## src/sgtr_pkg.sv

```systemverilog
// Shared types, constants and helper functions of the scaled glyph text renderer.
package sgtr_pkg;

    localparam int CoordW     = 13;
    localparam int ScaleW     = 4;
    localparam int SizeW      = 6;
    localparam int GlyphBits  = 15;
    localparam int MaxScale   = 12;
    localparam int MaskW      = 3 * MaxScale;
    localparam int CodeW      = 8;
    localparam int CfgIndexW  = 2;

    localparam logic [CodeW-1:0]  NEWLINE_CODE    = 8'd10;
    localparam logic [CodeW-1:0]  FIRST_PRINTABLE = 8'd32;
    localparam logic [CodeW-1:0]  LAST_PRINTABLE  = 8'd126;
    localparam logic [GlyphBits-1:0] FULL_GLYPH   = 15'h7FFF;
    localparam logic [CoordW-1:0] CUR_MAX         = 13'd8191;

    localparam logic [CfgIndexW-1:0] CFG_FB_WIDTH    = 2'd0;
    localparam logic [CfgIndexW-1:0] CFG_FB_HEIGHT   = 2'd1;
    localparam logic [CfgIndexW-1:0] CFG_GLYPH_SCALE = 2'd2;

    typedef enum logic [1:0] {
        KIND_NEWLINE = 2'd0,
        KIND_ERROR   = 2'd1,
        KIND_DRAW    = 2'd2
    } kind_t;

    typedef struct packed {
        logic [CoordW-1:0] fb_width;
        logic [CoordW-1:0] fb_height;
        logic [ScaleW-1:0] glyph_scale;
    } cfg_t;

    typedef struct packed {
        kind_t                kind;
        logic [GlyphBits-1:0] bits;
    } entry_t;

    localparam logic [7:0] GLYPH_BYTES [190] = '{
        8'd0, 8'd0, 8'd146, 8'd32, 8'd45, 8'd0, 8'd85, 8'd85,
        8'd223, 8'd125, 8'd165, 8'd82, 8'd170, 8'd106, 8'd18, 8'd0,
        8'd94, 8'd102, 8'd51, 8'd61, 8'd213, 8'd85, 8'd210, 8'd37,
        8'd0, 8'd40, 8'd192, 8'd1, 8'd0, 8'd8, 8'd160, 8'd2,
        8'd106, 8'd43, 8'd147, 8'd116, 8'd231, 8'd115, 8'd231, 8'd121,
        8'd237, 8'd73, 8'd207, 8'd121, 8'd207, 8'd123, 8'd167, 8'd18,
        8'd239, 8'd123, 8'd239, 8'd121, 8'd16, 8'd4, 8'd16, 8'd20,
        8'd84, 8'd68, 8'd56, 8'd14, 8'd17, 8'd21, 8'd167, 8'd32,
        8'd239, 8'd115, 8'd234, 8'd91, 8'd235, 8'd58, 8'd79, 8'd114,
        8'd107, 8'd59, 8'd207, 8'd115, 8'd207, 8'd19, 8'd79, 8'd123,
        8'd237, 8'd91, 8'd151, 8'd116, 8'd39, 8'd123, 8'd93, 8'd86,
        8'd73, 8'd114, 8'd253, 8'd47, 8'd253, 8'd95, 8'd111, 8'd123,
        8'd239, 8'd19, 8'd111, 8'd79, 8'd239, 8'd90, 8'd143, 8'd120,
        8'd151, 8'd36, 8'd109, 8'd123, 8'd109, 8'd43, 8'd207, 8'd114,
        8'd173, 8'd90, 8'd173, 8'd36, 8'd167, 8'd114, 8'd79, 8'd114,
        8'd136, 8'd8, 8'd39, 8'd121, 8'd42, 8'd0, 8'd0, 8'd112,
        8'd17, 8'd0, 8'd152, 8'd43, 8'd201, 8'd123, 8'd120, 8'd114,
        8'd228, 8'd123, 8'd80, 8'd103, 8'd106, 8'd22, 8'd234, 8'd57,
        8'd201, 8'd91, 8'd130, 8'd36, 8'd130, 8'd52, 8'd233, 8'd90,
        8'd73, 8'd50, 8'd200, 8'd127, 8'd200, 8'd91, 8'd192, 8'd123,
        8'd120, 8'd31, 8'd120, 8'd79, 8'd80, 8'd19, 8'd240, 8'd56,
        8'd186, 8'd36, 8'd64, 8'd123, 8'd64, 8'd43, 8'd192, 8'd85,
        8'd64, 8'd85, 8'd64, 8'd21, 8'd56, 8'd117, 8'd212, 8'd68,
        8'd146, 8'd36, 8'd145, 8'd21, 8'd17, 8'd69
    };

    function automatic logic [GlyphBits-1:0] glyph_lookup(input logic [CodeW-1:0] code);
        logic [CodeW-1:0] k;
        logic [15:0]      word;
        k = 8'((code - FIRST_PRINTABLE) << 1);
        word = {GLYPH_BYTES[k + 8'd1], GLYPH_BYTES[k]};
        if (code < FIRST_PRINTABLE || code > LAST_PRINTABLE)
        begin
            return FULL_GLYPH;
        end
        return word[GlyphBits-1:0];
    endfunction

    function automatic logic [ScaleW-1:0] eff_scale(input logic [ScaleW-1:0] s);
        if (s == '0)
        begin
            return ScaleW'(1);
        end
        if (s > ScaleW'(MaxScale))
        begin
            return ScaleW'(MaxScale);
        end
        return s;
    endfunction

    function automatic logic [SizeW-1:0] glyph_w(input logic [ScaleW-1:0] s);
        return SizeW'({2'b0, s} << 1) + SizeW'(s);
    endfunction

    function automatic logic [SizeW-1:0] glyph_h(input logic [ScaleW-1:0] s);
        return SizeW'({2'b0, s} << 2) + SizeW'(s);
    endfunction

    function automatic logic [CoordW-1:0] sat_add(input logic [CoordW-1:0] a,
                                                  input logic [SizeW:0] b);
        logic [CoordW:0] sum;
        sum = {1'b0, a} + (CoordW+1)'(b);
        return sum[CoordW] ? CUR_MAX : sum[CoordW-1:0];
    endfunction

endpackage

```

## src/scaled_glyph_text_renderer_core.sv

```systemverilog
// Top level of the scaled glyph text renderer: configuration registers and wiring.
//
// Each character beat is looked up in a 3x5 font and drawn at the text cursor,
// magnified by glyph_scale. A drawn character gives 5*scale row beats, top row
// first, each with its row, start column and pixel mask; the last carries tlast.
// A character that cannot fit at the current scale gives one beat with the error
// flag set and leaves the cursor in place; a newline gives no beat. The row
// sequencer emits one row beat per cycle while the output register is free; a
// drawn character passes through the idle, vertical check and row states, an
// error through the idle and error states. A two-beat queue lets the input run
// ahead of the sequencer, and the output register holds each beat while it waits.
module scaled_glyph_text_renderer_core
(
    input  logic                                 clk,
    input  logic                                 rst_n,
    input  logic                                 s_axis_tvalid,
    output logic                                 s_axis_tready,
    input  logic [7:0]                           s_axis_tdata,  // char_code
    output logic                                 m_axis_tvalid,
    input  logic                                 m_axis_tready,
    output logic [63:0]                          m_axis_tdata,  // row_y, start_x, pixel_mask
    output logic [0:0]                           m_axis_tuser,  // fit_error
    output logic                                 m_axis_tlast,
    input  logic                                 cfg_we,
    input  logic [sgtr_pkg::CfgIndexW-1:0]       cfg_index,
    input  logic [sgtr_pkg::CoordW-1:0]          cfg_data
);

    sgtr_pkg::cfg_t                  cfg_reg, cfg_next;
    logic                            push;
    sgtr_pkg::entry_t                push_entry;
    logic                            q_ready;
    logic                            q_valid;
    sgtr_pkg::entry_t                q_entry;
    logic                            pop;
    logic [sgtr_pkg::CoordW-1:0]     row_y;
    logic [sgtr_pkg::CoordW-1:0]     start_x;
    logic [sgtr_pkg::MaskW-1:0]      pixel_mask;
    logic                            fit_error;

    always_comb
    begin
        cfg_next = cfg_reg;
        if (cfg_we)
        begin
            case (cfg_index)
                sgtr_pkg::CFG_FB_WIDTH:    cfg_next.fb_width = cfg_data;
                sgtr_pkg::CFG_FB_HEIGHT:   cfg_next.fb_height = cfg_data;
                sgtr_pkg::CFG_GLYPH_SCALE:
                    cfg_next.glyph_scale = cfg_data[sgtr_pkg::ScaleW-1:0];
                default:                   cfg_next = cfg_reg;
            endcase
        end
    end

    always_ff @(posedge clk or negedge rst_n)
    begin
        if (!rst_n)
        begin
            cfg_reg.fb_width <= 13'd640;
            cfg_reg.fb_height <= 13'd480;
            cfg_reg.glyph_scale <= 4'd1;
        end
        else
        begin
            cfg_reg <= cfg_next;
        end
    end

    sgtr_front u_front
    (
        .s_axis_tvalid (s_axis_tvalid),
        .s_axis_tready (s_axis_tready),
        .char_code     (s_axis_tdata),
        .cfg           (cfg_reg),
        .push          (push),
        .push_entry    (push_entry),
        .q_ready       (q_ready)
    );

    sgtr_queue u_queue
    (
        .clk        (clk),
        .rst_n      (rst_n),
        .push       (push),
        .push_entry (push_entry),
        .q_ready    (q_ready),
        .pop        (pop),
        .q_valid    (q_valid),
        .q_entry    (q_entry)
    );

    sgtr_back u_back
    (
        .clk           (clk),
        .rst_n         (rst_n),
        .cfg           (cfg_reg),
        .q_valid       (q_valid),
        .q_entry       (q_entry),
        .pop           (pop),
        .m_axis_tvalid (m_axis_tvalid),
        .m_axis_tready (m_axis_tready),
        .row_y         (row_y),
        .start_x       (start_x),
        .pixel_mask    (pixel_mask),
        .fit_error     (fit_error),
        .last_row      (m_axis_tlast)
    );

    assign m_axis_tdata = {2'b00, pixel_mask, start_x, row_y};
    assign m_axis_tuser = fit_error;

endmodule

```

## src/sgtr_front.sv

```systemverilog
// Front end: looks up the glyph of each incoming character and classifies it.
module sgtr_front
(
    input  logic                       s_axis_tvalid,
    output logic                       s_axis_tready,
    input  logic [sgtr_pkg::CodeW-1:0] char_code,
    input  sgtr_pkg::cfg_t             cfg,
    output logic                       push,
    output sgtr_pkg::entry_t           push_entry,
    input  logic                       q_ready
);

    logic [sgtr_pkg::ScaleW-1:0] scale;
    logic [sgtr_pkg::SizeW-1:0]  w;
    logic [sgtr_pkg::SizeW-1:0]  h;
    logic                        no_fit;

    assign scale = sgtr_pkg::eff_scale(cfg.glyph_scale);
    assign w = sgtr_pkg::glyph_w(scale);
    assign h = sgtr_pkg::glyph_h(scale);
    assign no_fit = (sgtr_pkg::CoordW'(w) > cfg.fb_width) ||
                    (sgtr_pkg::CoordW'(h) > cfg.fb_height);

    assign s_axis_tready = q_ready;
    assign push = s_axis_tvalid && q_ready;

    always_comb
    begin
        push_entry.bits = sgtr_pkg::glyph_lookup(char_code);
        if (char_code == sgtr_pkg::NEWLINE_CODE)
        begin
            push_entry.kind = sgtr_pkg::KIND_NEWLINE;
        end
        else if (no_fit)
        begin
            push_entry.kind = sgtr_pkg::KIND_ERROR;
        end
        else
        begin
            push_entry.kind = sgtr_pkg::KIND_DRAW;
        end
    end

endmodule

```

## src/sgtr_queue.sv

```systemverilog
// Two-entry queue that decouples the front end from the row sequencer.
module sgtr_queue
(
    input  logic             clk,
    input  logic             rst_n,
    input  logic             push,
    input  sgtr_pkg::entry_t push_entry,
    output logic             q_ready,
    input  logic             pop,
    output logic             q_valid,
    output sgtr_pkg::entry_t q_entry
);

    sgtr_pkg::entry_t mem_reg [2];
    logic             wr_ptr_reg, wr_ptr_next;
    logic             rd_ptr_reg, rd_ptr_next;
    logic [1:0]       count_reg, count_next;

    assign q_ready = (count_reg != 2'd2);
    assign q_valid = (count_reg != 2'd0);
    assign q_entry = mem_reg[rd_ptr_reg];

    always_comb
    begin
        wr_ptr_next = push ? ~wr_ptr_reg : wr_ptr_reg;
        rd_ptr_next = pop ? ~rd_ptr_reg : rd_ptr_reg;
        count_next = count_reg + 2'(push) - 2'(pop);
    end

    always_ff @(posedge clk)
    begin
        if (push)
        begin
            mem_reg[wr_ptr_reg] <= push_entry;
        end
    end

    always_ff @(posedge clk or negedge rst_n)
    begin
        if (!rst_n)
        begin
            wr_ptr_reg <= 1'b0;
            rd_ptr_reg <= 1'b0;
            count_reg <= 2'd0;
        end
        else
        begin
            wr_ptr_reg <= wr_ptr_next;
            rd_ptr_reg <= rd_ptr_next;
            count_reg <= count_next;
        end
    end

endmodule

```

## src/sgtr_back.sv

```systemverilog
// Back end: keeps the text cursor and emits one scaled glyph row per cycle while the output register is free.
module sgtr_back
(
    input  logic                        clk,
    input  logic                        rst_n,
    input  sgtr_pkg::cfg_t              cfg,
    input  logic                        q_valid,
    input  sgtr_pkg::entry_t            q_entry,
    output logic                        pop,
    output logic                        m_axis_tvalid,
    input  logic                        m_axis_tready,
    output logic [sgtr_pkg::CoordW-1:0] row_y,
    output logic [sgtr_pkg::CoordW-1:0] start_x,
    output logic [sgtr_pkg::MaskW-1:0]  pixel_mask,
    output logic                        fit_error,
    output logic                        last_row
);

    typedef enum logic [3:0] {
        ST_IDLE = 4'b0001,
        ST_VCHK = 4'b0010,
        ST_ROWS = 4'b0100,
        ST_ERR  = 4'b1000
    } state_t;

    localparam int CW = sgtr_pkg::CoordW;

    state_t                          state_reg, state_next;
    logic [CW-1:0]                   cursor_x_reg, cursor_x_next;
    logic [CW-1:0]                   cursor_y_reg, cursor_y_next;
    logic [sgtr_pkg::GlyphBits-1:0]  bits_reg, bits_next;
    logic [sgtr_pkg::SizeW-1:0]      row_reg, row_next;
    logic [sgtr_pkg::ScaleW-1:0]     sub_reg, sub_next;
    logic [2:0]                      grow_reg, grow_next;
    logic                            out_valid_reg, out_valid_next;
    logic [CW-1:0]                   row_y_reg, row_y_next;
    logic [CW-1:0]                   start_x_reg, start_x_next;
    logic [sgtr_pkg::MaskW-1:0]      mask_reg, mask_next;
    logic                            err_reg, err_next;
    logic                            last_reg, last_next;

    logic [sgtr_pkg::ScaleW-1:0]     scale;
    logic [sgtr_pkg::SizeW-1:0]      w;
    logic [sgtr_pkg::SizeW-1:0]      h;
    logic                            out_free;
    logic                            load;
    logic                            row_last;
    logic [2:0]                      row3;
    logic [sgtr_pkg::MaskW-1:0]      row_mask;
    logic [sgtr_pkg::ScaleW:0]       s2;
    logic [sgtr_pkg::ScaleW+1:0]     s3;

    assign scale = sgtr_pkg::eff_scale(cfg.glyph_scale);
    assign w = sgtr_pkg::glyph_w(scale);
    assign h = sgtr_pkg::glyph_h(scale);
    assign s2 = {1'b0, scale} << 1;
    assign s3 = 6'(s2) + 6'(scale);
    assign out_free = !out_valid_reg || m_axis_tready;
    assign row_last = (row_reg == h - 6'd1);
    assign pop = (state_reg == ST_IDLE) && q_valid;

    always_comb
    begin
        case (grow_reg)
            3'd0: row3 = bits_reg[2:0];
            3'd1: row3 = bits_reg[5:3];
            3'd2: row3 = bits_reg[8:6];
            3'd3: row3 = bits_reg[11:9];
            3'd4: row3 = bits_reg[14:12];
            default: row3 = 3'd0;
        endcase
    end

    always_comb
    begin
        for (int c = 0; c < sgtr_pkg::MaskW; c++)
        begin
            if (6'(c) < 6'(scale))
            begin
                row_mask[c] = row3[0];
            end
            else if (6'(c) < 6'(s2))
            begin
                row_mask[c] = row3[1];
            end
            else if (6'(c) < s3)
            begin
                row_mask[c] = row3[2];
            end
            else
            begin
                row_mask[c] = 1'b0;
            end
        end
    end

    always_comb
    begin
        state_next = state_reg;
        cursor_x_next = cursor_x_reg;
        cursor_y_next = cursor_y_reg;
        bits_next = bits_reg;
        row_next = row_reg;
        sub_next = sub_reg;
        grow_next = grow_reg;
        load = 1'b0;
        row_y_next = row_y_reg;
        start_x_next = start_x_reg;
        mask_next = mask_reg;
        err_next = err_reg;
        last_next = last_reg;

        case (state_reg)
            ST_IDLE:
            begin
                if (q_valid)
                begin
                    bits_next = q_entry.bits;
                    row_next = '0;
                    sub_next = '0;
                    grow_next = '0;
                    case (q_entry.kind)
                        sgtr_pkg::KIND_NEWLINE:
                        begin
                            cursor_x_next = '0;
                            cursor_y_next = sgtr_pkg::sat_add(cursor_y_reg, {1'b0, h} + 7'd1);
                        end
                        sgtr_pkg::KIND_ERROR:
                        begin
                            state_next = ST_ERR;
                        end
                        default:
                        begin
                            if (({1'b0, cursor_x_reg} + (CW+1)'(w)) > {1'b0, cfg.fb_width})
                            begin
                                cursor_x_next = '0;
                                cursor_y_next = sgtr_pkg::sat_add(cursor_y_reg,
                                                                  {1'b0, h} + 7'd1);
                            end
                            state_next = ST_VCHK;
                        end
                    endcase
                end
            end
            ST_VCHK:
            begin
                if (({1'b0, cursor_y_reg} + (CW+1)'(h)) > {1'b0, cfg.fb_height})
                begin
                    cursor_y_next = '0;
                end
                state_next = ST_ROWS;
            end
            ST_ROWS:
            begin
                if (out_free)
                begin
                    load = 1'b1;
                    row_y_next = cursor_y_reg + CW'(row_reg);
                    start_x_next = cursor_x_reg;
                    mask_next = row_mask;
                    err_next = 1'b0;
                    last_next = row_last;
                    if (row_last)
                    begin
                        cursor_x_next = sgtr_pkg::sat_add(cursor_x_reg, {1'b0, w} + 7'd1);
                        state_next = ST_IDLE;
                    end
                    else
                    begin
                        row_next = row_reg + 6'd1;
                        if (sub_reg == scale - 4'd1)
                        begin
                            sub_next = '0;
                            grow_next = grow_reg + 3'd1;
                        end
                        else
                        begin
                            sub_next = sub_reg + 4'd1;
                        end
                    end
                end
            end
            ST_ERR:
            begin
                if (out_free)
                begin
                    load = 1'b1;
                    row_y_next = cursor_y_reg;
                    start_x_next = cursor_x_reg;
                    mask_next = '0;
                    err_next = 1'b1;
                    last_next = 1'b1;
                    state_next = ST_IDLE;
                end
            end
            default:
            begin
                state_next = ST_IDLE;
            end
        endcase

        out_valid_next = load || (out_valid_reg && !m_axis_tready);
    end

    always_ff @(posedge clk or negedge rst_n)
    begin
        if (!rst_n)
        begin
            state_reg <= ST_IDLE;
            cursor_x_reg <= '0;
            cursor_y_reg <= '0;
            out_valid_reg <= 1'b0;
        end
        else
        begin
            state_reg <= state_next;
            cursor_x_reg <= cursor_x_next;
            cursor_y_reg <= cursor_y_next;
            out_valid_reg <= out_valid_next;
        end
    end

    always_ff @(posedge clk)
    begin
        bits_reg <= bits_next;
        row_reg <= row_next;
        sub_reg <= sub_next;
        grow_reg <= grow_next;
        row_y_reg <= row_y_next;
        start_x_reg <= start_x_next;
        mask_reg <= mask_next;
        err_reg <= err_next;
        last_reg <= last_next;
    end

    assign m_axis_tvalid = out_valid_reg;
    assign row_y = row_y_reg;
    assign start_x = start_x_reg;
    assign pixel_mask = mask_reg;
    assign fit_error = err_reg;
    assign last_row = last_reg;

endmodule

```

## config.mk

```make
export PLATFORM = sky130hd
export DESIGN_NAME = scaled_glyph_text_renderer_core
export DESIGN_NICKNAME = d
export VERILOG_FILES = /design/src/sgtr_pkg.sv /design/src/scaled_glyph_text_renderer_core.sv /design/src/sgtr_front.sv /design/src/sgtr_queue.sv /design/src/sgtr_back.sv
export SDC_FILE = /design/constraint.sdc
export NUM_CORES = 1
export LEC_CHECK = 0
export BUFFER_PORTS_ARGS = -buffer_cell sky130_fd_sc_hd__buf_4
export CAP_MARGIN = 20
export CORE_MARGIN = 1
export CORE_UTILIZATION = 68
export CTS_BUF_LIST = sky130_fd_sc_hd__clkbuf_4
export DETAILED_ROUTE_END_ITERATION = 10
export HOLD_SLACK_MARGIN = 0.12
export PLACE_DENSITY_LB_ADDON = 0.3
export SETUP_SLACK_MARGIN = 0.1
export SLEW_MARGIN = 20
export SYNTH_ARGS = -nofsm -noshare
export SYNTH_HDL_FRONTEND = slang
export SYNTH_HIERARCHICAL = 1
export SYNTH_SLANG_ARGS = --single-unit
```

## constraint.sdc

```tcl
create_clock -name clk -period 9.1 [get_ports clk]
set_clock_uncertainty 0.05 [all_clocks]
set_input_delay 1.82 -clock clk [delete_from_list [all_inputs] [get_ports clk]]
set_output_delay 1.82 -clock clk [all_outputs]
set_load 0.02 [all_outputs]
```

Word-level counts from Yosys, hierarchy flattened
Memories as Yosys holds them, arrays and structs flattened.
Cells that the tools add are included.

word-level totals
  word-level logic and storage cells = 352
  input port bits = 28
  RAM bits = 34
  bits in read-only memories = 4096
  output and inout bits = 68
  memories kept = 3
  register bits = 157

memory list
  name              words  bits a word  rd ports  clocked after memory_dff  wr ports  RTL line          RTL
  (name not given)  256    8            1         0                         0         sgtr_pkg.sv:71    word = {GLYPH_BYTES[k + 8'd1], GLYPH_BYTES[k]};
  (name not given)  256    8            1         0                         0         sgtr_pkg.sv:71
  u_queue.mem_reg   2      17           1         0                         1         sgtr_queue.sv:14  sgtr_pkg::entry_t mem_reg [2];

cells by class
  bitwise logic cells = 4
  add/subtract/negate cells = 18
  order comparisons = 99
  reduce and logical (&&, ||, !) cells = 29
  eq/ne operators = 25
  multiplexer cells = 155

operators by type and width
  cell                number
  $mux 13             11
  $pmux 13 s2         5
  $mux 1              101
  $lt 5x6->1 const A  16
  $lt 5x5->1 const A  15
  $mux 36             2
  $pmux 36 s2         1
  $lt 4x6->1 const A  8
  $mux 4              12
  $lt 4x5->1 const A  8
  $mux 15             2
  $add 13x6->14       2
  $add 13x7->14       2
  $gt 14x13->1        2
  $lt 4x4->1 const A  7
  $gt 6x13->1         2
  $lt 3x6->1 const A  4
  $lt 6x4->1 const A  4
  $lt 6x5->1 const A  4
  $lt 6x6->1 const A  4
  $lt 3x5->1 const A  4
  $ge 9x9->1 const B  2
  $mux 6              3
  $not 8->9           2
  62 further kinds    107

Logic depth before layout (Yosys ltp)
Gate-level depths: netlist of run 1.

  word-level depth = 13
  depth in mapped cells = 28
  mapped depth without buffers = 25

By module
The synthesis of run 1 kept the hierarchy.

modules (own cells, without submodules)
  module                           area each (sq um)  cells an instance  seq. area each (sq um)  times used
  sgtr_back                        8240.4             846                3449.6                  1
  sgtr_front                       2911.5             424                0.0                     1
  sgtr_queue                       1476.4             68                 1121.1                  1
  scaled_glyph_text_renderer_core  1184.9             68                 759.5                   1

Worst setup path after synthesis of run 1
OpenSTA, ideal clock, no wires.

  kind = register -> register
  start point = register cfg_reg[3] (netlist bit)
  end point = register u_back.cursor_y_reg[11]
  slack = 3.256 ns
  stages on the path, launching flop included = 28
  data required time = 8.911 ns
  setup time = 0.139 ns
  clock period less this slack = 5.844 ns
  buffers on the path = 3
  data arrival time = 5.655 ns
  cells stage by stage = dfrtp_1 inv_1 ha_1 or3b_1 buf_2 o21ai_0 inv_1 ha_1 a21o_1 a21oi_1 o31ai_1 nor2_1 ha_1 a21oi_1 o21ai_0 a21oi_1 nor2_1 xor2_1 ha_1 a21o_1 a21oi_1 or3b_2 o21ai_0 a21oi_1 buf_2 buf_2 o311ai_0 o21ai_0

between the ends
  cells in the longest elaborated chain, start to end = 13
  elaborated cells on any way between the ends = 24
  those cells by class = 6 x add/sub; 3 x order compare; 2 x eq/ne; 11 x mux; 2 x reduce/logical

RTL lines
  item                    RTL line                               RTL
  from (decl)             scaled_glyph_text_renderer_core.sv:29  sgtr_pkg::cfg_t cfg_reg, cfg_next;
  from (signal assigned)  scaled_glyph_text_renderer_core.sv:66  cfg_reg <= cfg_next;
  $gt 4x4->1              sgtr_pkg.sv:84                         if (s > ScaleW'(MaxScale))
  $mux 1 (2 in a row)     sgtr_pkg.sv:84
  $mux 4                  sgtr_pkg.sv:88                         return s;
  $mux 4 *                sgtr_pkg.sv:84
  $add 6x4->6             sgtr_pkg.sv:96                         return SizeW'({2'b0, s} << 2) + SizeW'(s);
  $add 6x1->7             sgtr_back.sv:126, sgtr_back.sv:138
  $add 13x7->14           sgtr_pkg.sv:102                        sum = {1'b0, a} + (CoordW+1)'(b);
  $mux 13                 sgtr_pkg.sv:103                        return sum[CoordW] ? CUR_MAX : sum[CoordW-1:0];
  $mux 13                 sgtr_back.sv:134                       if (({1'b0, cursor_x_reg} + (CW+1)'(w)) > {1'b0, cfg.fb_width})
  $pmux 13 s2             sgtr_back.sv:122                       case (q_entry.kind)
  $mux 13                 sgtr_back.sv:116                       if (q_valid)
  $pmux 13 s2             sgtr_back.sv:113                       case (state_reg)
  to (signal assigned)    sgtr_back.sv:218                       cursor_y_reg <= cursor_y_next;
  to (decl)               sgtr_back.sv:30                        logic [CW-1:0] cursor_y_reg, cursor_y_next;

Mark *: on every way between the ends. The rest lies on a longest branch, timed or not. The select of a mux whose other input is x is not followed.
A chain may end at the register's enable or synchronous reset.

Worst setup path after layout of run 1
  start point = register cfg_reg[3] (netlist bit)
  end point = register u_back.cursor_x_reg[3]

between the ends
  cells in the longest elaborated chain, start to end = 12
  elaborated cells on any way between the ends = 23
  those cells by class = 6 x add/sub; 2 x order compare; 3 x eq/ne; 10 x mux; 2 x reduce/logical

RTL lines
  item                  RTL line          RTL
  $gt 4x4->1            sgtr_pkg.sv:84
  $mux 1 (2 in a row)   sgtr_pkg.sv:84
  $mux 4                sgtr_pkg.sv:88
  $mux 4 *              sgtr_pkg.sv:84
  $add 5x4->6           sgtr_pkg.sv:92    return SizeW'({2'b0, s} << 1) + SizeW'(s);
  $add 6x1->7           sgtr_back.sv:165  cursor_x_next = sgtr_pkg::sat_add(cursor_x_reg, {1'b0, w} + 7'd1);
  $add 13x7->14         sgtr_pkg.sv:102
  $mux 13               sgtr_pkg.sv:103
  $mux 13               sgtr_back.sv:163  if (row_last)
  $mux 13               sgtr_back.sv:155  if (out_free)
  $pmux 13 s2           sgtr_back.sv:113
  to (signal assigned)  sgtr_back.sv:217  cursor_x_reg <= cursor_x_next;
  to (decl)             sgtr_back.sv:29   logic [CW-1:0] cursor_x_reg, cursor_x_next;

Marks and branches as above.

==> results of run 1 <==
stage by stage:
stage | total power, W | utilization [%] | hold WS (ns) | cells
after floorplan | 0.00305 | - | 0.373 | 1407
after global placement | 0.00355 | 73.2 | 0.419 | 1686
after detailed placement | 0.00363 | 73.2 | 0.438 | 1686
after CTS | 0.00409 | 74.6 | 0.460 | 1718
after global routing | 0.00441 | 74.7 | 0.475 | 1719
final | 0.00414 | 74.7 | 0.465 | 1719
final cells by class:
| class | count | share of cell area (%) |
|---|---|---|
| Tap cell | 265 | 2.25 |
| Multi-Input combinational cell | 1030 | 51.8 |
| Inverter | 100 | 2.58 |
| Sequential cell | 188 | 36.2 |
| Clock buffer | 17 | 0.867 |
| Clock inverter | 15 | 0.994 |
| Timing Repair Buffer | 103 | 5.25 |
| Antenna cell | 1 | 0.0170 |
per-layer routing:
layer,routed length [um],GRT usage [%],vias up
met1,14600,47.4,5424
met3,3340,6.89,96
met5,0,0,-
li1,-,-,5253
met4,975,12.6,0
met2,15800,53.5,712
cells by family after synthesis:
logic type | count (synthesis) | synth area share, %
compound gates | 411 | 19.8
simple gates | 374 | 14.3
buf+inv | 189 | 6.39
flops | 188 | 38.6
fa+ha+maj | 111 | 10.5
xor+xnor | 67 | 4.56
mux | 65 | 5.84
other cells | 1 | 0.0271
worst max-delay path: stages, from the launching register on:
cell	delay (ns)
dfrtp_1	0.56
inv_1	0.23
ha_1	0.54
or3b_1	0.51
nand2_1	0.33
ha_1	0.43
fa_1	0.66
ha_1	0.48
nor2b_1	0.15
o21ai_0	0.12
a21oi_1	0.16
o21ai_0	0.13
a21oi_1	0.32
nand4_1	0.15
xnor2_1	0.16
ha_1	0.30
nand3_1	0.11
nor4_1	0.07
a21oi_1	0.13
o21ai_0	0.21
a21oi_2	0.86
o21ai_1	0.40
a22o_1	0.34
cell usage after synthesis, types with 29 or more instances:
cell type    n  share of area, %
edfxtp_1   123                27
ha_1       102               9.2
inv_1       98               2.7
a21oi_1     97               3.5
nand2_1     81               2.2
nor2_1      79               2.1
o21ai_0     77               2.8
dfrtp_1     57                10
xnor2_1     41               2.6
mux2_2      39               3.2
nor2b_1     37               1.7
clkbuf_1    35              0.95
a21o_1      31               1.7
nand3_1     29               1.1
nor3_1      29               1.1
o211ai_1    29               1.6
report_power, final:
part           leakage [nW]  switching (W)  internal (W)
Clock                 0.155       0.000324      0.000123
Combinational          4.03        0.00137      0.000919
Sequential             1.92       0.000184       0.00122
Total                  6.11        0.00187       0.00226
path summary, 6_finish.rpt:
path	start	endpoint	slack, ns	cells past startpoint
max	cfg_reg[3]$_DFFE_PN0P_	u_back/cursor_x_reg[3]$_DFFE_PN0P_	1.61	22
min reg2reg	u_queue/wr_ptr_reg$_DFFE_PN0P_	u_queue/wr_ptr_reg$_DFFE_PN0P_	0.46	1
min in group asynchronous	rst_n	cfg_reg[16]$_DFFE_PN0P_	1.23	1
min	u_queue/wr_ptr_reg$_DFFE_PN0P_	u_queue/wr_ptr_reg$_DFFE_PN0P_	0.46	1
max reg2reg	cfg_reg[3]$_DFFE_PN0P_	u_back/cursor_x_reg[3]$_DFFE_PN0P_	1.61	22
max in group asynchronous	rst_n	u_queue/wr_ptr_reg$_DFFE_PN0P_	7.19	1
==> summary.txt, run 1 <==
Run status
  – Status: complete, no violations

Detailed routing
  – WL final: 34800 um
  – Post-route ant nets: 0
  – DR vias: ~11k
  – 1st-iter DRT viols: 1613
  – Initial DRT Pass Iterations: 6
  – DR vias/cell: 6.68
  – DRC: 0
  – Wire per inst: 20.2 um

Clock network
  – Post-CTS setup buffers: 0
  – CTS tree: built
  – TritonCTS buffer count: 17
  – Clk_lat worst skew: 0.62 ns
  – Clock buffer depth: 2
  – Resized Gates After CTS: 0
  – Root Driver: clkbuf_4
  – Hold_buf cts: 0
  – TritonCTS Sinks: approximately 190
  – CTS H-tree lvls: 4
  – Clk pin slew, worst setup/hold paths: around 0.16 ns

STA
  – Final setup vio count: 0
  – Final period util: just over 80%
  – Final hold vios: 0
  – Fin. max-slew vios: 0
  – Final min period: 7.49 ns
  – Achievable Freq: 134 MHz
  – Setup ws final: around 1.6 ns
  – Worst-margin pin slew: 1.07 ns
  – Final TNS setup: 0 ns
  – Unrepaired setup endpoints after global routing: false
  – Max_slew headroom: 28.4%

Layout
  – Register area: between 0.005 and 0.006 mm^2
  – Area delta synth->final: 6.59%
  – Share of layout cells above drive strength 1: 15.2%
  – Design area: 0.0147 mm^2
  – Most frequent cells in the layout: 123 x edfxtp_1, 103 x buf_4, 102 x ha_1
  – Nets: 1579
  – Multi-input logic area: 0.00763 mm^2
  – Max FFs per register: 34
  – Commonest non-fill, non-tap cell in the layout: edfxtp_1
  – Fill cells: 1377

Placed design
  – Port Buffers: 93
  – Placed instance area: 0.0144 mm^2
  – Post-detail-place hpwl: 24800 um
  – Global placer's final weighted congestion: 0.965
  – Place WS: 1.86 ns

Worst setup path
  – CP Data Arrival Time: a little under 8 ns
  – CP required: 9.55 ns
  – Max FO, Critical Path: 20
  – CP Capture Type: register
  – Worst setup SP type: register
  – Critical path class: reg -> reg

GRT
  – GRT Overall Usage: 34.3%
  – Initial antenna violation count: 1
  – Total congestion overflow: 0
  – First-pass GRT wire length: 55100 um
  – Largest net degree at the start of global routing: 76
  – Vias in the first global route: 10.7k

Die
  – Row cnt: 51
  – Die area: 0.0209 mm^2
  – Die H: 145 um
  – Die W: around 140 um
  – Io pins: 96
  – Initial Util: 70.1%
  – Core Region: 0.0197 mm^2

Run
  – Max_cap viols: 0

Logic synthesis
  – Share of synthesized flip-flops with an asynchronous set or reset: 34.6%
  – Sequential fraction of the synthesis area: between 30% and 40%
  – Synth Flop Type: edfxtp_1
  – Yosys reg bits: 188
  – Number of synthesized flops with an enable pin: 123
  – Synth unique cells: 94
  – Syn Area/Cell: 9.82 um^2
  – Syn Inst Count: between 1k and 1.5k
  – Synth Cell Area: about 0.014 mm^2
  – YS warnings: 6

Min path
  – Hold crit path type: reg -> reg

Power and ir drop
  – P_leak: 6.11 nW
  – Worst VDD drop: ~0.18 mV
  – Power Density: 281 mW/mm^2
Power figures use the tool's default switching activity.
==> run 2: changes to the inputs <==
--- a/config.mk
+++ b/config.mk
@@ -8,7 +8,7 @@
 export BUFFER_PORTS_ARGS = -buffer_cell sky130_fd_sc_hd__buf_4
 export CAP_MARGIN = 20
 export CORE_MARGIN = 1
-export CORE_UTILIZATION = 68
+export CORE_UTILIZATION = 57
 export CTS_BUF_LIST = sky130_fd_sc_hd__clkbuf_4
 export DETAILED_ROUTE_END_ITERATION = 10
 export HOLD_SLACK_MARGIN = 0.12
==> constraint.sdc (replaced) <==
create_clock -name clk -period 6.8 [get_ports clk]
set_clock_uncertainty 0.05 [all_clocks]
set_input_delay 1.36 -clock clk [delete_from_list [all_inputs] [get_ports clk]]
set_output_delay 1.36 -clock clk [all_outputs]
set_load 0.02 [all_outputs]
==> summary.txt, run 2 (synthesized netlist as in run 1, its figures left out) <==
Placed design
  – Global placer's final weighted congestion: 0.951 (was 0.965)
  – Port Buffers: 93 (unchanged)
  – Place WS: -0.0402 ns (was 1.86 ns)
  – Placed instance area: 0.0146 mm^2 (was 0.0144 mm^2)
  – Post-detail-place hpwl: 24600 um (was 24800 um)

Layout
  – Area delta synth->final: 7.80% (was 6.59%)
  – Max FFs per register: 34 (unchanged)
  – Nets: 1587 (was 1579)
  – Design area: 0.0149 mm^2 (was 0.0147 mm^2)
  – Most frequent cells in the layout: 123 x edfxtp_1, 111 x buf_4, 101 x ha_1 (was 123 x edfxtp_1, 103 x buf_4, 102 x ha_1)
  – Share of layout cells above drive strength 1: 16.1% (was 15.2%)
  – Layout Utilization: 63.1% (was 74.7%)
  – Commonest non-fill, non-tap cell in the layout: edfxtp_1 (unchanged)

STA
  – Achievable Freq: 157 MHz (was 134 MHz)
  – Final period util: 93.4% (was 82.3%)
  – Setup ws final: 0.446 ns (was 1.61 ns)
  – Final hold vios: 0 (unchanged)
  – Max_slew headroom: 24.3% (was 28.4%)
  – Fin. max-slew vios: 0 (unchanged)
  – Final min period: 6.35 ns (was 7.49 ns)
  – Unrepaired setup endpoints after global routing: false (unchanged)
  – Final setup vio count: 0 (unchanged)
  – Worst-margin pin slew: 1.13 ns (was 1.07 ns)

Clock network
  – TritonCTS buffer count: 17 (unchanged)
  – TritonCTS Sinks: 188 (unchanged)
  – CTS H-tree lvls: 4 (unchanged)
  – Hold_buf cts: 0 (unchanged)
  – Root Driver: clkbuf_4 (unchanged)
  – Clk_lat worst skew: 0.61 ns (was 0.62 ns)
  – Clk pin slew, worst setup/hold paths: 0.17 ns (was 0.16 ns)
  – CTS tree: built (unchanged)
  – Clock buffer depth: 2 (unchanged)
  – Post-CTS setup buffers: 0 (unchanged)

GRT
  – Vias in the first global route: 10.4k (was 10.7k)
  – Initial antenna violation count: 2 (was 1)
  – First-pass GRT wire length: 53800 um (was 55100 um)
  – Largest net degree at the start of global routing: 76 (unchanged)
  – Total congestion overflow: 0 (unchanged)
  – GRT Overall Usage: 27.8% (was 34.3%)

Worst setup path
  – Critical path class: reg -> reg (unchanged)
  – CP Capture Type: register (unchanged)
  – CP required: 7.23 ns (was 9.55 ns)
  – Max FO, Critical Path: 12 (was 20)
  – Worst setup SP type: register (unchanged)
  – CP Data Arrival Time: 6.78 ns (was 7.94 ns)

Power and ir drop
  – Power share of the combinational group: 55.2% (about the same)
  – Sw Ratio: 45.0% (was 45.3%)
  – P_leak: 6.15 nW (was 6.11 nW)
  – Clk pwr share: 11.2% (was 10.8%)
  – Sw power: 0.00251 W (was 0.00187 W)
  – Power Density: 374 mW/mm^2 (was 281 mW/mm^2)
  – Worst VDD drop: 0.180 mV (was 0.176 mV)
  – Total Power: 0.00556 W (was 0.00414 W)
  – Flop pwr share: 33.7% (was 33.9%)
  – Cell Int Power: 0.00306 W (was 0.00226 W)

Die
  – Initial Util: 58.5% (was 70.1%)
  – Die W: 158 um (was 145 um)
  – Io pins: 96 (unchanged)
  – Row cnt: 56 (was 51)
  – Die area: 0.0249 mm^2 (was 0.0209 mm^2)
  – Core Region: 0.0236 mm^2 (was 0.0197 mm^2)
  – Die H: 158 um (was 145 um)

Run
  – Max_cap viols: 0 (unchanged)

Detailed routing
  – DRC: 0 (unchanged)
  – Initial DRT Pass Iterations: 6 (unchanged)
  – 1st-iter DRT viols: 1174 (was 1613)
  – WL final: 34400 um (was 34800 um)
  – DR vias/cell: 6.34 (was 6.68)
  – Wire per inst: 19.3 um (was 20.2 um)
  – Post-route ant nets: 0 (unchanged)
  – DR vias: 11.3k (was 11.5k)

Min path
  – Hold crit path type: reg -> reg (unchanged)

Run status
  – Status: complete, no violations (unchanged)
run 2: final cells by class:
cell class | instances | area, um^2
antenna | 2 | 5.00
inverter | 100 | 380
clock buffer | 17 | 128
multi-input combinational | 1030 | 7640
sequential | 188 | 5330
clock inverter | 15 | 173
fill | 1947 | 8720
tap | 319 | 399
timing repair buffer | 111 | 833
run 2: critical path, stage by stage, from the launching register on:
cell and delay, ns:
dfrtp_2 0.53, inv_1 0.18, ha_1 0.18, or3b_1 0.46, o21ai_0 0.18, inv_1 0.16
ha_1 0.31, a21o_1 0.14, a21oi_1 0.09, o31ai_1 0.41, nor2_2 0.14, ha_1 0.33
a21oi_1 0.17, o21ai_1 0.13, a21oi_1 0.28, nor2_1 0.10, xor2_1 0.15, ha_1 0.30
a21o_1 0.17, a21oi_1 0.22, or3b_2 0.49, o21ai_2 0.24, a21oi_2 0.19, buf_4 0.26
nand2_1 0.22, o221ai_1 0.16
run 2: final timing paths:
kind / slack, ns / cells past startpoint / from / endpoint
max in group asynchronous: 5.28 / 1 / rst_n / cfg_reg[3]$_DFFE_PN0P_
worst max-delay path: 0.45 / 25 / cfg_reg[3]$_DFFE_PN0P_ / u_back/cursor_y_reg[12]$_DFFE_PN0P_
worst min-delay path: 0.45 / 1 / u_queue/wr_ptr_reg$_DFFE_PN0P_ / u_queue/wr_ptr_reg$_DFFE_PN0P_
worst min register to register: 0.45 / 1 / u_queue/wr_ptr_reg$_DFFE_PN0P_ / u_queue/wr_ptr_reg$_DFFE_PN0P_
worst max register to register: 0.45 / 25 / cfg_reg[3]$_DFFE_PN0P_ / u_back/cursor_y_reg[12]$_DFFE_PN0P_
min in group asynchronous: 0.80 / 1 / rst_n / cfg_reg[16]$_DFFE_PN0P_
run 2: power by group through the flow:
stage	clock [W]	sequential, W	combinational [W]
after detailed placement	0	0.00190	0.00298
final	0.000622	0.00187	0.00307
after floorplan	0	0.00185	0.00223
after global routing	0.000675	0.00191	0.00337
after global placement	0	0.00188	0.00289
after CTS	0.000633	0.00187	0.00300
run 2: through the flow:
step	TNS, ns	hold WS (ns)	cells
6_report	0	0.455	1782
3_5_place_dp	-0.0428	0.430	1748
2_1_floorplan	0	0.373	1407
4_1_cts	0	0.454	1780
3_3_place_gp	0	0.422	1748
5_1_grt	0	0.466	1781
run 2: what timing repair did:
action	in CTS	in global routing
resized for setup	3	7
endpoints found under the setup margin	9	25
hold endpoints to repair	0	0
run 2: layer usage:
metal	wire length [um]	part of all wire (%)	GRT usage, %	vias to the layer above
met4	755	2.2	8.32	0
met2	15600	45	43.8	610
li1	-	-	-	5263
met5	0	0	0	-
met3	2970	8.6	5.04	85
met1	15100	44	39.0	5344
==> run 3: changes to the inputs <==
--- a/config.mk
+++ b/config.mk
@@ -9,7 +9,7 @@
 export CAP_MARGIN = 20
 export CORE_MARGIN = 1
 export CORE_UTILIZATION = 57
-export CTS_BUF_LIST = sky130_fd_sc_hd__clkbuf_4
+export CTS_BUF_LIST = sky130_fd_sc_hd__clkbuf_4 sky130_fd_sc_hd__clkbuf_8
 export DETAILED_ROUTE_END_ITERATION = 10
 export HOLD_SLACK_MARGIN = 0.12
 export PLACE_DENSITY_LB_ADDON = 0.3
==> summary.txt, run 3 (synthesized netlist as in run 1, its figures left out) <==
Run status
  – Status: complete, no violations (unchanged)

Detailed routing
  – Initial DRT Pass Iterations: 6 (unchanged)
  – Post-route ant nets: 0 (unchanged)
  – DR vias/cell: 6.35 (was 6.34)
  – DR vias: 11.3k (about the same)
  – WL final: 34400 um (about the same)
  – Wire per inst: 19.3 um (about the same)
  – DRC: 0 (unchanged)
  – 1st-iter DRT viols: 1234 (was 1174)

Worst setup path
  – Capturing point of the worst reg2reg path: u_back/cursor_y_reg[12]$_DFFE_PN0P_ (unchanged)
  – CP required: 7.07 ns (was 7.23 ns)
  – CP Capture Type: register (unchanged)
  – Reg2reg start: cfg_reg[3]$_DFFE_PN0P_ (unchanged)
  – CP Data Arrival Time: 6.67 ns (was 6.78 ns)
  – Critical path buffer and inverter count: 3 (unchanged)
  – R2R cell count: 25 (unchanged)
  – Max FO, Critical Path: 12 (unchanged)
  – Critical Path Max Stage Delay: 0.51 ns (was 0.53 ns)
  – Worst path top cell family by delay: compound AO/OA/AOI/OAI gates (unchanged)
  – Worst setup SP type: register (unchanged)
  – Slowest-stage cell, CP: dfrtp_2 (unchanged)
  – R2r setup slk: 0.41 ns (was 0.45 ns)
  – Critical path class: reg -> reg (unchanged)

Clock network
  – TritonCTS buffer count: 17 (unchanged)
  – Root Driver: clkbuf_8 (was clkbuf_4)
  – CTS tree: built (unchanged)
  – Post-CTS setup buffers: 0 (unchanged)
  – CTS H-tree lvls: 4 (unchanged)
  – Hold_buf cts: 0 (unchanged)
  – Clk pin slew, worst setup/hold paths: 0.11 ns (was 0.17 ns)
  – Resized Gates After CTS: 3 (unchanged)
  – Clk_lat worst skew: 0.48 ns (was 0.61 ns)
  – Clock buffer depth: 2 (unchanged)
  – TritonCTS Sinks: 188 (unchanged)

Die
  – Die H: 158 um (unchanged)
  – Die area: 0.0249 mm^2 (unchanged)
  – Initial Util: 58.5% (unchanged)
  – Io pins: 96 (unchanged)
  – Core Region: 0.0236 mm^2 (unchanged)
  – Die W: 158 um (unchanged)
  – Row cnt: 56 (unchanged)

STA
  – Worst-margin pin slew: 1.16 ns (was 1.13 ns)
  – Final TNS setup: 0 ns (unchanged)
  – Final period util: 94.0% (was 93.4%)
  – Final hold slack: 0.449 ns (was 0.455 ns)
  – Max_slew headroom: 22.2% (was 24.3%)
  – Achievable Freq: 156 MHz (was 157 MHz)
  – Fin. max-slew vios: 0 (unchanged)
  – Unrepaired setup endpoints after global routing: false (unchanged)
  – Final setup vio count: 0 (unchanged)
  – Final min period: 6.39 ns (was 6.35 ns)
  – Final hold vios: 0 (unchanged)

Power and ir drop
  – Worst VDD drop: 0.198 mV (was 0.180 mV)
  – Sw Ratio: 44.3% (was 45.0%)
  – Sw power: 0.00252 W (was 0.00251 W)
  – Flop pwr share: 33.0% (was 33.7%)
  – Power Density: 379 mW/mm^2 (was 374 mW/mm^2)
  – Clk pwr share: 13.0% (was 11.2%)
  – Total Power: 0.00568 W (was 0.00556 W)
  – Cell Int Power: 0.00317 W (was 0.00306 W)
  – P_leak: 6.19 nW (was 6.15 nW)
  – Power share of the combinational group: 54.0% (was 55.2%)

GRT
  – Largest net degree at the start of global routing: 76 (unchanged)
  – GRT Overall Usage: 27.9% (was 27.8%)
  – Vias in the first global route: 10.3k (was 10.4k)
  – First-pass GRT wire length: 54100 um (was 53800 um)
  – Total congestion overflow: 0 (unchanged)
  – Initial antenna violation count: 1 (was 2)

Placed design
  – Post-detail-place hpwl: 24600 um (unchanged)
  – Global placer's final weighted congestion: 0.951 (unchanged)
  – Port Buffers: 93 (unchanged)
  – Placed instance area: 0.0146 mm^2 (unchanged)

Min path
  – Min-delay src: u_queue/wr_ptr_reg$_DFFE_PN0P_ (unchanged)
  – Hold depth: 1 (unchanged)
  – Hold Crit Endpoint: u_queue/wr_ptr_reg$_DFFE_PN0P_ (unchanged)
  – Hold crit path type: reg -> reg (unchanged)

Layout
  – Nets: 1587 (unchanged)
  – Register area: 0.00533 mm^2 (unchanged)
  – Area delta synth->final: 8.53% (was 7.80%)
  – Commonest non-fill, non-tap cell in the layout: edfxtp_1 (unchanged)
  – Ant diodes: 0 (was 2)
  – Multi-input logic area: 0.00764 mm^2 (unchanged)
  – Max FFs per register: 34 (unchanged)
  – Design area: 0.0150 mm^2 (was 0.0149 mm^2)
  – Layout Utilization: 63.5% (was 63.1%)
  – Most frequent cells in the layout: 123 x edfxtp_1, 111 x buf_4, 101 x ha_1 (unchanged)
  – Fill cells: 1921 (was 1947)
  – Share of layout cells above drive strength 1: 16.1% (unchanged)

Run
  – Max_cap viols: 0 (unchanged)
==> run 3: cell count changes in the layout (fill, tap and decap cells not counted), sizes merged <==
cell,before,now
diode,2,0
==> run 3: cell type report <==
type,count,share of cell area (%)
Multi-Input combinational cell,1030,51.0
Clock buffer,17,1.56
Timing Repair Buffer,111,5.56
Clock inverter,15,1.15
Inverter,100,2.54
Sequential cell,188,35.6
Tap cell,319,2.66
==> run 3: stage by stage <==
step,setup WS [ns],instances
6_report,0.407,1780
5_1_grt,0.0790,1780
4_1_cts,0.183,1780
3_5_place_dp,-0.0402,1748
3_3_place_gp,0.351,1748
2_1_floorplan,0.956,1407
==> run 3: how the worst max path moves through the flow <==
stage / from / to / slack, ns / cells past startpoint
5_1_grt: cfg_reg[3]$_DFFE_PN0P_ / u_back/cursor_y_reg[12]$_DFFE_PN0P_ / 0.08 / 25
3_5_place_dp: cfg_reg[3]$_DFFE_PN0P_ / u_back/cursor_y_reg[12]$_DFFE_PN0P_ / -0.04 / 22
4_1_cts: cfg_reg[3]$_DFFE_PN0P_ / u_back/cursor_y_reg[12]$_DFFE_PN0P_ / 0.18 / 23
2_1_floorplan: cfg_reg[3]$_DFFE_PN0P_ / u_back/cursor_y_reg[11]$_DFFE_PN0P_ / 0.96 / 27
6_report: cfg_reg[3]$_DFFE_PN0P_ / u_back/cursor_y_reg[12]$_DFFE_PN0P_ / 0.41 / 25
3_3_place_gp: cfg_reg[3]$_DFFE_PN0P_ / u_back/cursor_y_reg[8]$_DFFE_PN0P_ / 0.35 / 23
==> run 3: power groups by stage <==
stage	combinational, W	sequential (W)	clock, W
finish	0.00307	0.00187	0.000741
global route	0.00338	0.00191	0.000798
CTS	0.00301	0.00187	0.000756
detailed placement	0.00298	0.00190	0
global placement	0.00289	0.00188	0
floorplan	0.00223	0.00185	0
==> run 3: metal layers <==
layer | wire length (um) | part of all wire (%) | track usage, % | up-vias
met5 | 0 | 0 | 0 | -
met4 | 700 | 2.0 | 8.04 | 0
met3 | 3120 | 9.1 | 4.98 | 66
met2 | 15600 | 45 | 44.1 | 624
met1 | 14900 | 43 | 39.3 | 5342
li1 | - | - | - | 5267
